===== src/rtl/tts_pkg.sv =====
// ----------------------------------------------------------------------------
// tts_pkg
// Shared constants, codes and types of the tick task scheduler.
// ----------------------------------------------------------------------------
package tts_pkg;

    localparam int NUM_SLOTS  = 16;
    localparam int SLOT_W     = $clog2(NUM_SLOTS);
    localparam int CNT_W      = $clog2(NUM_SLOTS + 1);
    localparam int TAG_W      = 16;
    localparam int TIME_W     = 32;
    localparam int RC_W       = 8;
    localparam int RES_SLOT_W = 4;
    localparam int IN_DATA_W  = 88;
    localparam int OUT_DATA_W = 32;

    typedef enum logic [1:0] {
        CMD_TICK     = 2'd0,
        CMD_ADD      = 2'd1,
        CMD_DELETE   = 2'd2,
        CMD_DISPATCH = 2'd3
    } cmd_t;

    typedef enum logic [2:0] {
        STAT_OK          = 3'd0,
        STAT_TABLE_FULL  = 3'd1,
        STAT_DEL_EMPTY   = 3'd2,
        STAT_QUEUE_EMPTY = 3'd3,
        STAT_STALE       = 3'd4
    } status_t;

    typedef enum logic [1:0] {
        ERR_NONE          = 2'd0,
        ERR_TOO_MANY      = 2'd1,
        ERR_CANNOT_DELETE = 2'd2,
        ERR_RING_OVERFLOW = 2'd3
    } err_t;

    typedef enum logic [1:0] {
        FSM_IDLE,
        FSM_TICK,
        FSM_DISP_SLOT,
        FSM_DISP_WR
    } fsm_t;

    typedef struct packed {
        logic [TAG_W-1:0]  tag;
        logic [TIME_W-1:0] delay;
        logic [TIME_W-1:0] period;
        logic [RC_W-1:0]   run_count;
    } slot_entry_t;

    typedef struct packed {
        logic              en;
        logic [SLOT_W-1:0] addr;
        slot_entry_t       data;
    } slot_wr_t;

    typedef struct packed {
        logic              set;
        logic              clr;
        logic [SLOT_W-1:0] addr;
    } used_ctl_t;

    typedef struct packed {
        logic              push;
        logic              pop;
        logic [SLOT_W-1:0] data;
    } ring_ctl_t;

    typedef struct packed {
        logic              empty;
        logic              full;
        logic [SLOT_W-1:0] head_q;
    } ring_stat_t;

endpackage


===== src/rtl/tts_slot_table.sv =====
// ----------------------------------------------------------------------------
// tts_slot_table
// Slot entry memory with registered read, plus per-slot used flags.
// ----------------------------------------------------------------------------
module tts_slot_table (
    input  logic                        clk,
    input  logic                        rst_n,
    input  logic [tts_pkg::SLOT_W-1:0]  rd_addr,
    input  tts_pkg::slot_wr_t           wr,
    input  tts_pkg::used_ctl_t          used_ctl,
    output tts_pkg::slot_entry_t        rd_q,
    output logic [tts_pkg::NUM_SLOTS-1:0] used
);

    tts_pkg::slot_entry_t mem [tts_pkg::NUM_SLOTS];
    logic [tts_pkg::NUM_SLOTS-1:0] used_reg;

    // entry memory, one write and one read port
    always_ff @(posedge clk)
    begin
        if (wr.en)
        begin
            mem[wr.addr] <= wr.data;
        end
        rd_q <= mem[rd_addr];
    end

    // used flags, an unused slot reads as cleared
    always_ff @(posedge clk or negedge rst_n)
    begin
        if (!rst_n)
        begin
            used_reg <= '0;
        end
        else if (used_ctl.set)
        begin
            used_reg[used_ctl.addr] <= 1'b1;
        end
        else if (used_ctl.clr)
        begin
            used_reg[used_ctl.addr] <= 1'b0;
        end
    end

    assign used = used_reg;

endmodule


===== src/rtl/tts_ready_ring.sv =====
// ----------------------------------------------------------------------------
// tts_ready_ring
// Ready ring of slot numbers with head and tail pointers.
// ----------------------------------------------------------------------------
module tts_ready_ring (
    input  logic                 clk,
    input  logic                 rst_n,
    input  tts_pkg::ring_ctl_t   ctl,
    output tts_pkg::ring_stat_t  stat
);

    localparam logic [tts_pkg::SLOT_W-1:0] LAST = tts_pkg::SLOT_W'(tts_pkg::NUM_SLOTS - 1);

    logic [tts_pkg::SLOT_W-1:0] ring_mem [tts_pkg::NUM_SLOTS];
    logic [tts_pkg::SLOT_W-1:0] head_reg;
    logic [tts_pkg::SLOT_W-1:0] tail_reg;
    logic [tts_pkg::SLOT_W-1:0] head_inc;
    logic [tts_pkg::SLOT_W-1:0] tail_inc;
    logic [tts_pkg::SLOT_W-1:0] q_reg;

    // wrapping increments
    assign head_inc = (head_reg == LAST) ? '0 : head_reg + 1'b1;
    assign tail_inc = (tail_reg == LAST) ? '0 : tail_reg + 1'b1;

    // ring storage, head entry read every cycle
    always_ff @(posedge clk)
    begin
        if (ctl.push)
        begin
            ring_mem[tail_reg] <= ctl.data;
        end
        q_reg <= ring_mem[head_reg];
    end

    // pointers
    always_ff @(posedge clk or negedge rst_n)
    begin
        if (!rst_n)
        begin
            head_reg <= '0;
            tail_reg <= '0;
        end
        else
        begin
            if (ctl.push)
            begin
                tail_reg <= tail_inc;
            end
            if (ctl.pop)
            begin
                head_reg <= head_inc;
            end
        end
    end

    assign stat.empty  = (head_reg == tail_reg);
    assign stat.full   = (tail_inc == head_reg);
    assign stat.head_q = q_reg;

endmodule


===== src/rtl/tick_task_scheduler_ready_queue_core.sv =====
// ----------------------------------------------------------------------------
// tick_task_scheduler_ready_queue_core
// Task slot scheduler with tick walk, add, delete and ready-ring dispatch.
// ----------------------------------------------------------------------------
// One beat in gives one result beat out. Add and delete finish in the cycle
// they are accepted. Dispatch runs as ring read, slot entry read, then update;
// on an empty ring it finishes in the cycle it is accepted. A tick walks the
// slot entry memory one entry per cycle behind its registered read, each used
// entry written back the cycle after it is read. A new command is taken once
// the previous one is done and the output register is free or being emptied.
module tick_task_scheduler_ready_queue_core (
    input  logic                            clk,
    input  logic                            rst_n,
    input  logic                            s_tvalid,
    output logic                            s_tready,
    // task_tag[15:0], first_delay[47:16], repeat_period[79:48], slot_select[83:80]
    input  logic [tts_pkg::IN_DATA_W-1:0]   s_tdata,
    // command[1:0]
    input  logic [1:0]                      s_tuser,
    output logic                            m_tvalid,
    input  logic                            m_tready,
    // result_slot[3:0], result_tag[19:4], status[22:20], sticky_error[24:23]
    output logic [tts_pkg::OUT_DATA_W-1:0]  m_tdata
);

    tts_pkg::fsm_t state_reg, state_next;

    logic s_fire;
    tts_pkg::cmd_t cmd;
    logic [tts_pkg::TAG_W-1:0]  in_tag;
    logic [tts_pkg::TIME_W-1:0] in_delay;
    logic [tts_pkg::TIME_W-1:0] in_period;
    logic [3:0]                 in_sel;

    logic [tts_pkg::CNT_W-1:0]  cnt_reg, cnt_next;
    logic [tts_pkg::SLOT_W-1:0] prev_reg;
    logic [tts_pkg::SLOT_W-1:0] disp_reg, disp_next;
    logic [1:0]                 err_reg, err_next;

    logic [tts_pkg::SLOT_W-1:0] rd_addr;
    tts_pkg::slot_entry_t       rd_q;
    tts_pkg::slot_entry_t       upd;
    tts_pkg::slot_wr_t          slot_wr;
    tts_pkg::used_ctl_t         used_ctl;
    logic [tts_pkg::NUM_SLOTS-1:0] used;
    tts_pkg::ring_ctl_t         ring_ctl;
    tts_pkg::ring_stat_t        ring_stat;

    logic                       free_found;
    logic [tts_pkg::SLOT_W-1:0] free_slot;
    logic                       sel_in_range;
    logic [tts_pkg::SLOT_W-1:0] sel_idx;
    logic                       tick_last;

    logic                        res_load;
    logic [tts_pkg::RES_SLOT_W-1:0] res_slot;
    logic [tts_pkg::TAG_W-1:0]   res_tag;
    logic [2:0]                  res_status;

    logic                        out_valid_reg;
    logic [tts_pkg::OUT_DATA_W-1:0] out_data_reg;

    // input unpacking
    assign cmd       = tts_pkg::cmd_t'(s_tuser);
    assign in_tag    = s_tdata[15:0];
    assign in_delay  = s_tdata[47:16];
    assign in_period = s_tdata[79:48];
    assign in_sel    = s_tdata[83:80];

    assign s_tready = (state_reg == tts_pkg::FSM_IDLE) && (!out_valid_reg || m_tready);
    assign s_fire   = s_tvalid && s_tready;

    assign sel_in_range = (32'(in_sel) < tts_pkg::NUM_SLOTS);
    assign sel_idx      = tts_pkg::SLOT_W'(in_sel);
    assign tick_last    = (cnt_reg == tts_pkg::CNT_W'(tts_pkg::NUM_SLOTS));

    // lowest free slot
    always_comb
    begin
        free_found = 1'b0;
        free_slot  = '0;
        for (int i = tts_pkg::NUM_SLOTS - 1; i >= 0; i--)
        begin
            if (!used[i])
            begin
                free_found = 1'b1;
                free_slot  = tts_pkg::SLOT_W'(i);
            end
        end
    end

    // next state
    always_comb
    begin
        state_next = state_reg;
        unique case (state_reg)
            tts_pkg::FSM_IDLE:
            begin
                if (s_fire && cmd == tts_pkg::CMD_TICK)
                begin
                    state_next = tts_pkg::FSM_TICK;
                end
                else if (s_fire && cmd == tts_pkg::CMD_DISPATCH && !ring_stat.empty)
                begin
                    state_next = tts_pkg::FSM_DISP_SLOT;
                end
            end
            tts_pkg::FSM_TICK:
            begin
                if (tick_last)
                begin
                    state_next = tts_pkg::FSM_IDLE;
                end
            end
            tts_pkg::FSM_DISP_SLOT:
            begin
                state_next = tts_pkg::FSM_DISP_WR;
            end
            tts_pkg::FSM_DISP_WR:
            begin
                state_next = tts_pkg::FSM_IDLE;
            end
            default:
            begin
                state_next = tts_pkg::FSM_IDLE;
            end
        endcase
    end

    // datapath and memory control
    always_comb
    begin
        slot_wr    = '0;
        used_ctl   = '0;
        ring_ctl   = '0;
        res_load   = 1'b0;
        res_slot   = '0;
        res_tag    = '0;
        res_status = tts_pkg::STAT_OK;
        err_next   = err_reg;
        cnt_next   = cnt_reg;
        disp_next  = disp_reg;
        rd_addr    = cnt_reg[tts_pkg::SLOT_W-1:0];
        upd        = rd_q;
        unique case (state_reg)
            tts_pkg::FSM_IDLE:
            begin
                if (s_fire)
                begin
                    case (cmd)
                        tts_pkg::CMD_TICK:
                        begin
                            cnt_next = '0;
                        end
                        tts_pkg::CMD_ADD:
                        begin
                            res_load = 1'b1;
                            if (free_found)
                            begin
                                used_ctl.set           = 1'b1;
                                used_ctl.addr          = free_slot;
                                slot_wr.en             = 1'b1;
                                slot_wr.addr           = free_slot;
                                slot_wr.data.tag       = in_tag;
                                slot_wr.data.delay     = in_delay;
                                slot_wr.data.period    = in_period;
                                slot_wr.data.run_count = '0;
                                res_slot = tts_pkg::RES_SLOT_W'(free_slot);
                            end
                            else
                            begin
                                err_next   = tts_pkg::ERR_TOO_MANY;
                                res_status = tts_pkg::STAT_TABLE_FULL;
                            end
                        end
                        tts_pkg::CMD_DELETE:
                        begin
                            res_load = 1'b1;
                            res_slot = in_sel;
                            if (!sel_in_range || !used[sel_idx])
                            begin
                                err_next   = tts_pkg::ERR_CANNOT_DELETE;
                                res_status = tts_pkg::STAT_DEL_EMPTY;
                            end
                            if (sel_in_range)
                            begin
                                used_ctl.clr  = 1'b1;
                                used_ctl.addr = sel_idx;
                            end
                        end
                        default:
                        begin
                            if (ring_stat.empty)
                            begin
                                res_load   = 1'b1;
                                res_status = tts_pkg::STAT_QUEUE_EMPTY;
                            end
                            else
                            begin
                                ring_ctl.pop = 1'b1;
                            end
                        end
                    endcase
                end
            end
            tts_pkg::FSM_TICK:
            begin
                cnt_next = cnt_reg + 1'b1;
                // process the entry read in the previous cycle
                if (cnt_reg != '0 && used[prev_reg])
                begin
                    if (rd_q.delay == '0)
                    begin
                        if (ring_stat.full)
                        begin
                            err_next = tts_pkg::ERR_RING_OVERFLOW;
                        end
                        else
                        begin
                            if (rd_q.run_count != {tts_pkg::RC_W{1'b1}})
                            begin
                                upd.run_count = rd_q.run_count + 1'b1;
                            end
                            ring_ctl.push = 1'b1;
                            ring_ctl.data = prev_reg;
                        end
                        if (rd_q.period != '0)
                        begin
                            upd.delay = rd_q.period;
                        end
                    end
                    else
                    begin
                        upd.delay = rd_q.delay - 1'b1;
                    end
                    slot_wr.en   = 1'b1;
                    slot_wr.addr = prev_reg;
                    slot_wr.data = upd;
                end
                if (tick_last)
                begin
                    res_load = 1'b1;
                end
            end
            tts_pkg::FSM_DISP_SLOT:
            begin
                rd_addr   = ring_stat.head_q;
                disp_next = ring_stat.head_q;
            end
            tts_pkg::FSM_DISP_WR:
            begin
                res_load = 1'b1;
                res_slot = tts_pkg::RES_SLOT_W'(disp_reg);
                if (!used[disp_reg] || rd_q.run_count == '0)
                begin
                    res_status = tts_pkg::STAT_STALE;
                end
                else
                begin
                    res_tag       = rd_q.tag;
                    upd.run_count = rd_q.run_count - 1'b1;
                    slot_wr.en    = 1'b1;
                    slot_wr.addr  = disp_reg;
                    slot_wr.data  = upd;
                    if (rd_q.period == '0)
                    begin
                        used_ctl.clr  = 1'b1;
                        used_ctl.addr = disp_reg;
                    end
                end
            end
            default:
            begin
                res_load = 1'b0;
            end
        endcase
    end

    // control registers
    always_ff @(posedge clk or negedge rst_n)
    begin
        if (!rst_n)
        begin
            state_reg     <= tts_pkg::FSM_IDLE;
            err_reg       <= tts_pkg::ERR_NONE;
            cnt_reg       <= '0;
            out_valid_reg <= 1'b0;
        end
        else
        begin
            state_reg <= state_next;
            err_reg   <= err_next;
            cnt_reg   <= cnt_next;
            if (res_load)
            begin
                out_valid_reg <= 1'b1;
            end
            else if (m_tready)
            begin
                out_valid_reg <= 1'b0;
            end
        end
    end

    // payload registers
    always_ff @(posedge clk)
    begin
        prev_reg <= cnt_reg[tts_pkg::SLOT_W-1:0];
        disp_reg <= disp_next;
        if (res_load)
        begin
            out_data_reg <= {7'd0, err_next, res_status, res_tag, res_slot};
        end
    end

    assign m_tvalid = out_valid_reg;
    assign m_tdata  = out_data_reg;

    tts_slot_table u_slot_table (
        .clk      (clk),
        .rst_n    (rst_n),
        .rd_addr  (rd_addr),
        .wr       (slot_wr),
        .used_ctl (used_ctl),
        .rd_q     (rd_q),
        .used     (used)
    );

    tts_ready_ring u_ready_ring (
        .clk   (clk),
        .rst_n (rst_n),
        .ctl   (ring_ctl),
        .stat  (ring_stat)
    );

endmodule


===== config.mk =====
export PLATFORM = sky130hd
export DESIGN_NAME = tick_task_scheduler_ready_queue_core
export DESIGN_NICKNAME = d
export VERILOG_FILES = /design/src/rtl/tts_pkg.sv /design/src/rtl/tts_slot_table.sv /design/src/rtl/tts_ready_ring.sv /design/src/rtl/tick_task_scheduler_ready_queue_core.sv
export SDC_FILE = /design/constraint.sdc
export NUM_CORES = 2
export LEC_CHECK = 0
export BUFFER_PORTS_ARGS = -buffer_cell sky130_fd_sc_hd__buf_4
export CORE_ASPECT_RATIO = 1.75
export CORE_MARGIN = 1
export CORE_UTILIZATION = 62
export CTS_CLUSTER_SIZE = 24
export DETAILED_ROUTE_END_ITERATION = 10
export PLACE_DENSITY = 0.79
export SYNTH_ARGS = -nofsm -noshare
export SYNTH_HDL_FRONTEND = slang
export SYNTH_SLANG_ARGS = --single-unit

===== constraint.sdc =====
create_clock -name clk -period 9.7 [get_ports clk]
set_input_delay 0.97 -clock clk [delete_from_list [all_inputs] [get_ports clk]]
set_output_delay 0.97 -clock clk [all_outputs]
set_load 0.03 [all_outputs]

==> metrics.txt <==
status=finished, final reports clean; Final Hold Viols=0; commonest cells in the synthesized netlist=edfxtp_1 (1501), mux4_2 (381), nand2_1 (246); # IOs=128; CTS tree=built; CP Data Required Time=10.07 ns; CP max stage delay=0.96 ns; Max-slew headroom=0.0944; Slew @ Worst Pin=1.35 ns; crit end category=flop; Initial Util=0.624; Num CTS Buffers=139; LEAKAGE=23.4 nW; antenna violations before repair=5; sequential fraction of the synthesis area=0.744; Fmax=171 MHz; post_cts resized=0; CP arrival=6.21 ns; number of global-route vias before repair=35784; DIE HEIGHT=428 um; vias=34810; drt pass-1 iters=8; synth top area cells=edfxtp_1 (70%), mux4_2 (13%), dfxtp_1 (3.0%); first-pass GRT wire length=230 mm; antenna-violating nets left=0; WS Path Type=flop to flop; Main synth FF type=edfxtp_1; Post-synth EDFFs=1501; register share of total power=0.434; Avg WL per Cell=31.7 um; GPL Wtd Cong=0.902; Core Area=0.103 sq mm; Critical Path Start Type=flop; Worst VDD drop=441 uV; max FFs per register=1408; DR DRC count=0; clock tree buffer depth=3; P_sw=6.29 mW; Worst Skew=0.0303 ns; die area=0.105 sq mm; worst hold path type=input port to async pin; top cell type's share of synthesized area=0.701; async set or reset register ratio after synthesis=0.0208; gr usage total=0.305; P_int=14.1 mW; DP HPWL=83.1 mm; Synth warnings=0; worst hold slack=0.169 ns; RSZ-0062 raised after global routing=false; Comb pwr share=0.292; CP max stage cell=nor2_4; Nets=3633; Area Growth Syn to Fin=11.0%; Sw Ratio=0.309; syn avg cell area=18.9 sq um; Setup violations, final=0; Post-CTS Setup Bufs=0; final setup TNS=0 ns; share of layout cells above drive strength 1=0.227; largest net degree at the start of global routing=177; register bit total from synthesis=1631; port buffer count=116; clock-pin slew on the worst setup and hold paths=0.07 ns; MaxCap Viol Count=0; CP Max Fanout=44; Die Span X=245 um; Final Max Slew Viols=0; Top Registers=u_slot_table.mem: 1408 flops, u_slot_table.rd_q: 88 flops, u_ready_ring.ring_mem: 64 flops; most common cell in the synthesized netlist=edfxtp_1; Design Power=20.4 mW; Power Density=285 mW/mm^2; via density per instance=6.99; final wirelength=158 mm; post-layout min period=5.84 ns; Tcrit/Tclk final=0.602; filler instances=6111; Mapped Cells=3400; worst-skew pair later-pin latency=0.77 ns; mapped cell area=0.0643 sq mm; CTS H-Tree Depth=4; largest area contributor in the netlist=edfxtp_1; clock share of power=0.275; Final Core Density=0.693; row count=156; worst path cell trace=inv_1 > ha_1 > or4b_1 > nor4_1 > or4b_2 > nand2_1 > a222oi_1 > nand2_1 > nor2_4 > buf_4; root buffer cell=clkbuf_16; Netlist cell types=78; Starting DRT DRC Count=4427; clock sink count=1631; hold buffers post-CTS=0; Crit path top cell by count=nand2_1; Most flops, register=u_slot_table.mem; GRT overflow=0
==> path summary, 6_finish.rpt <==
check	cells after the start	slack [ns]	startpoint	to
hold / removal	1	0.17	rst_n	async pin
min in group clk	0	0.48	cnt_reg[1]$_DFFE_PN0P_	prev_reg[1]$_DFF_P_
setup reg to reg	10	3.86	u_slot_table.rd_q[0]$_DFF_P_	u_slot_table.mem[1][58]$_DFFE_PP_
hold reg to reg	0	0.48	cnt_reg[1]$_DFFE_PN0P_	prev_reg[1]$_DFF_P_
setup / recovery	10	3.86	u_slot_table.rd_q[0]$_DFF_P_	u_slot_table.mem[1][58]$_DFFE_PP_
max in group asynchronous	1	9.15	rst_n	cnt_reg[3]$_DFFE_PN0P_
==> worst max-delay path, delay by kind of cell (launching register included) <==
kind            cells  cell delay (ns)
simple gates        6             3.20
buf+inv             2             0.92
compound gates      1             0.65
flops               1             0.37
fa+ha+maj           1             0.25
==> cells in the final DEF (no fill, tap or decap), types with 10 or more instances in the layout <==
master and n:
edfxtp_1 1501, mux4_2 381, nand2_1 246, buf_4 169, clkbuf_16 143, and2_1 127, nor2_1 104, a31oi_1 99
dfxtp_1 96, a211oi_1 93, a22oi_1 73, o21ai_0 40, a21oi_1 36, clkbuf_1 36, dfrtp_1 34, inv_1 33
nor3_1 26, mux2_2 24, nand3_1 20, ha_1 20, nor4_1 19, o22ai_1 19, clkinv_1 19, nor2_4 17
xnor2_1 16, clkinv_2 14, nand4_1 13, bufinv_16 12, and3_1 11, or3_1 11, o211ai_1 11, clkbuf_8 10
==> through the flow <==
step | cells | worst slack [ns] | instance area [sq um]
after floorplan | 3406 | 2.85 | 64300
after global placement | 4720 | 4.09 | 66800
after detailed placement | 4720 | 3.94 | 66800
after CTS | 4974 | 3.92 | 71400
after global routing | 4977 | 3.58 | 71400
final | 4978 | 3.86 | 71400
==> logic make-up (layout without fill, tap and decap cells) <==
kind of cell / count (synthesis) / in the layout / synth area share
compound gates: 438 / 438 / 0.0475
simple gates: 633 / 633 / 0.0476
other cells: 1 / 11 / 0.0000583
xor+xnor: 24 / 24 / 0.00327
fa+ha+maj: 21 / 21 / 0.00408
buf+inv: 239 / 464 / 0.0148
flops: 1631 / 1631 / 0.744
mux: 413 / 413 / 0.139
==> routing by layer <==
metal  wire length (um)  vias to the layer above  track usage
li1                   -                    14060            -
met5                 11                        -            0
met2              80700                     2321        0.508
met4               7690                        2        0.145
met3              15400                      453       0.0553
met1              54200                    17974        0.391
==> final cells by class <==
cell class | count | area [sq um] | area share
Clock buffer | 189 | 3850 | 0.0539
Multi-Input combinational cell | 1536 | 15800 | 0.221
Tap cell | 1343 | 1680 | 0.0235
Sequential cell | 1631 | 47800 | 0.670
Inverter | 33 | 124 | 0.00174
Antenna cell | 4 | 10.0 | 0.000140
Timing Repair Buffer | 177 | 1430 | 0.0200
Clock inverter | 65 | 687 | 0.00962
==> power groups by stage <==
stage               clock (mW)  combinational (mW)  sequential (mW)
floorplan                    0                4.36             8.82
global placement             0                5.72             8.93
detailed placement           0                5.89             8.95
CTS                       5.63                5.96             8.81
global route              5.88                6.33             8.85
finish                    5.59                5.94             8.84
Power figures use the tool's default switching activity.
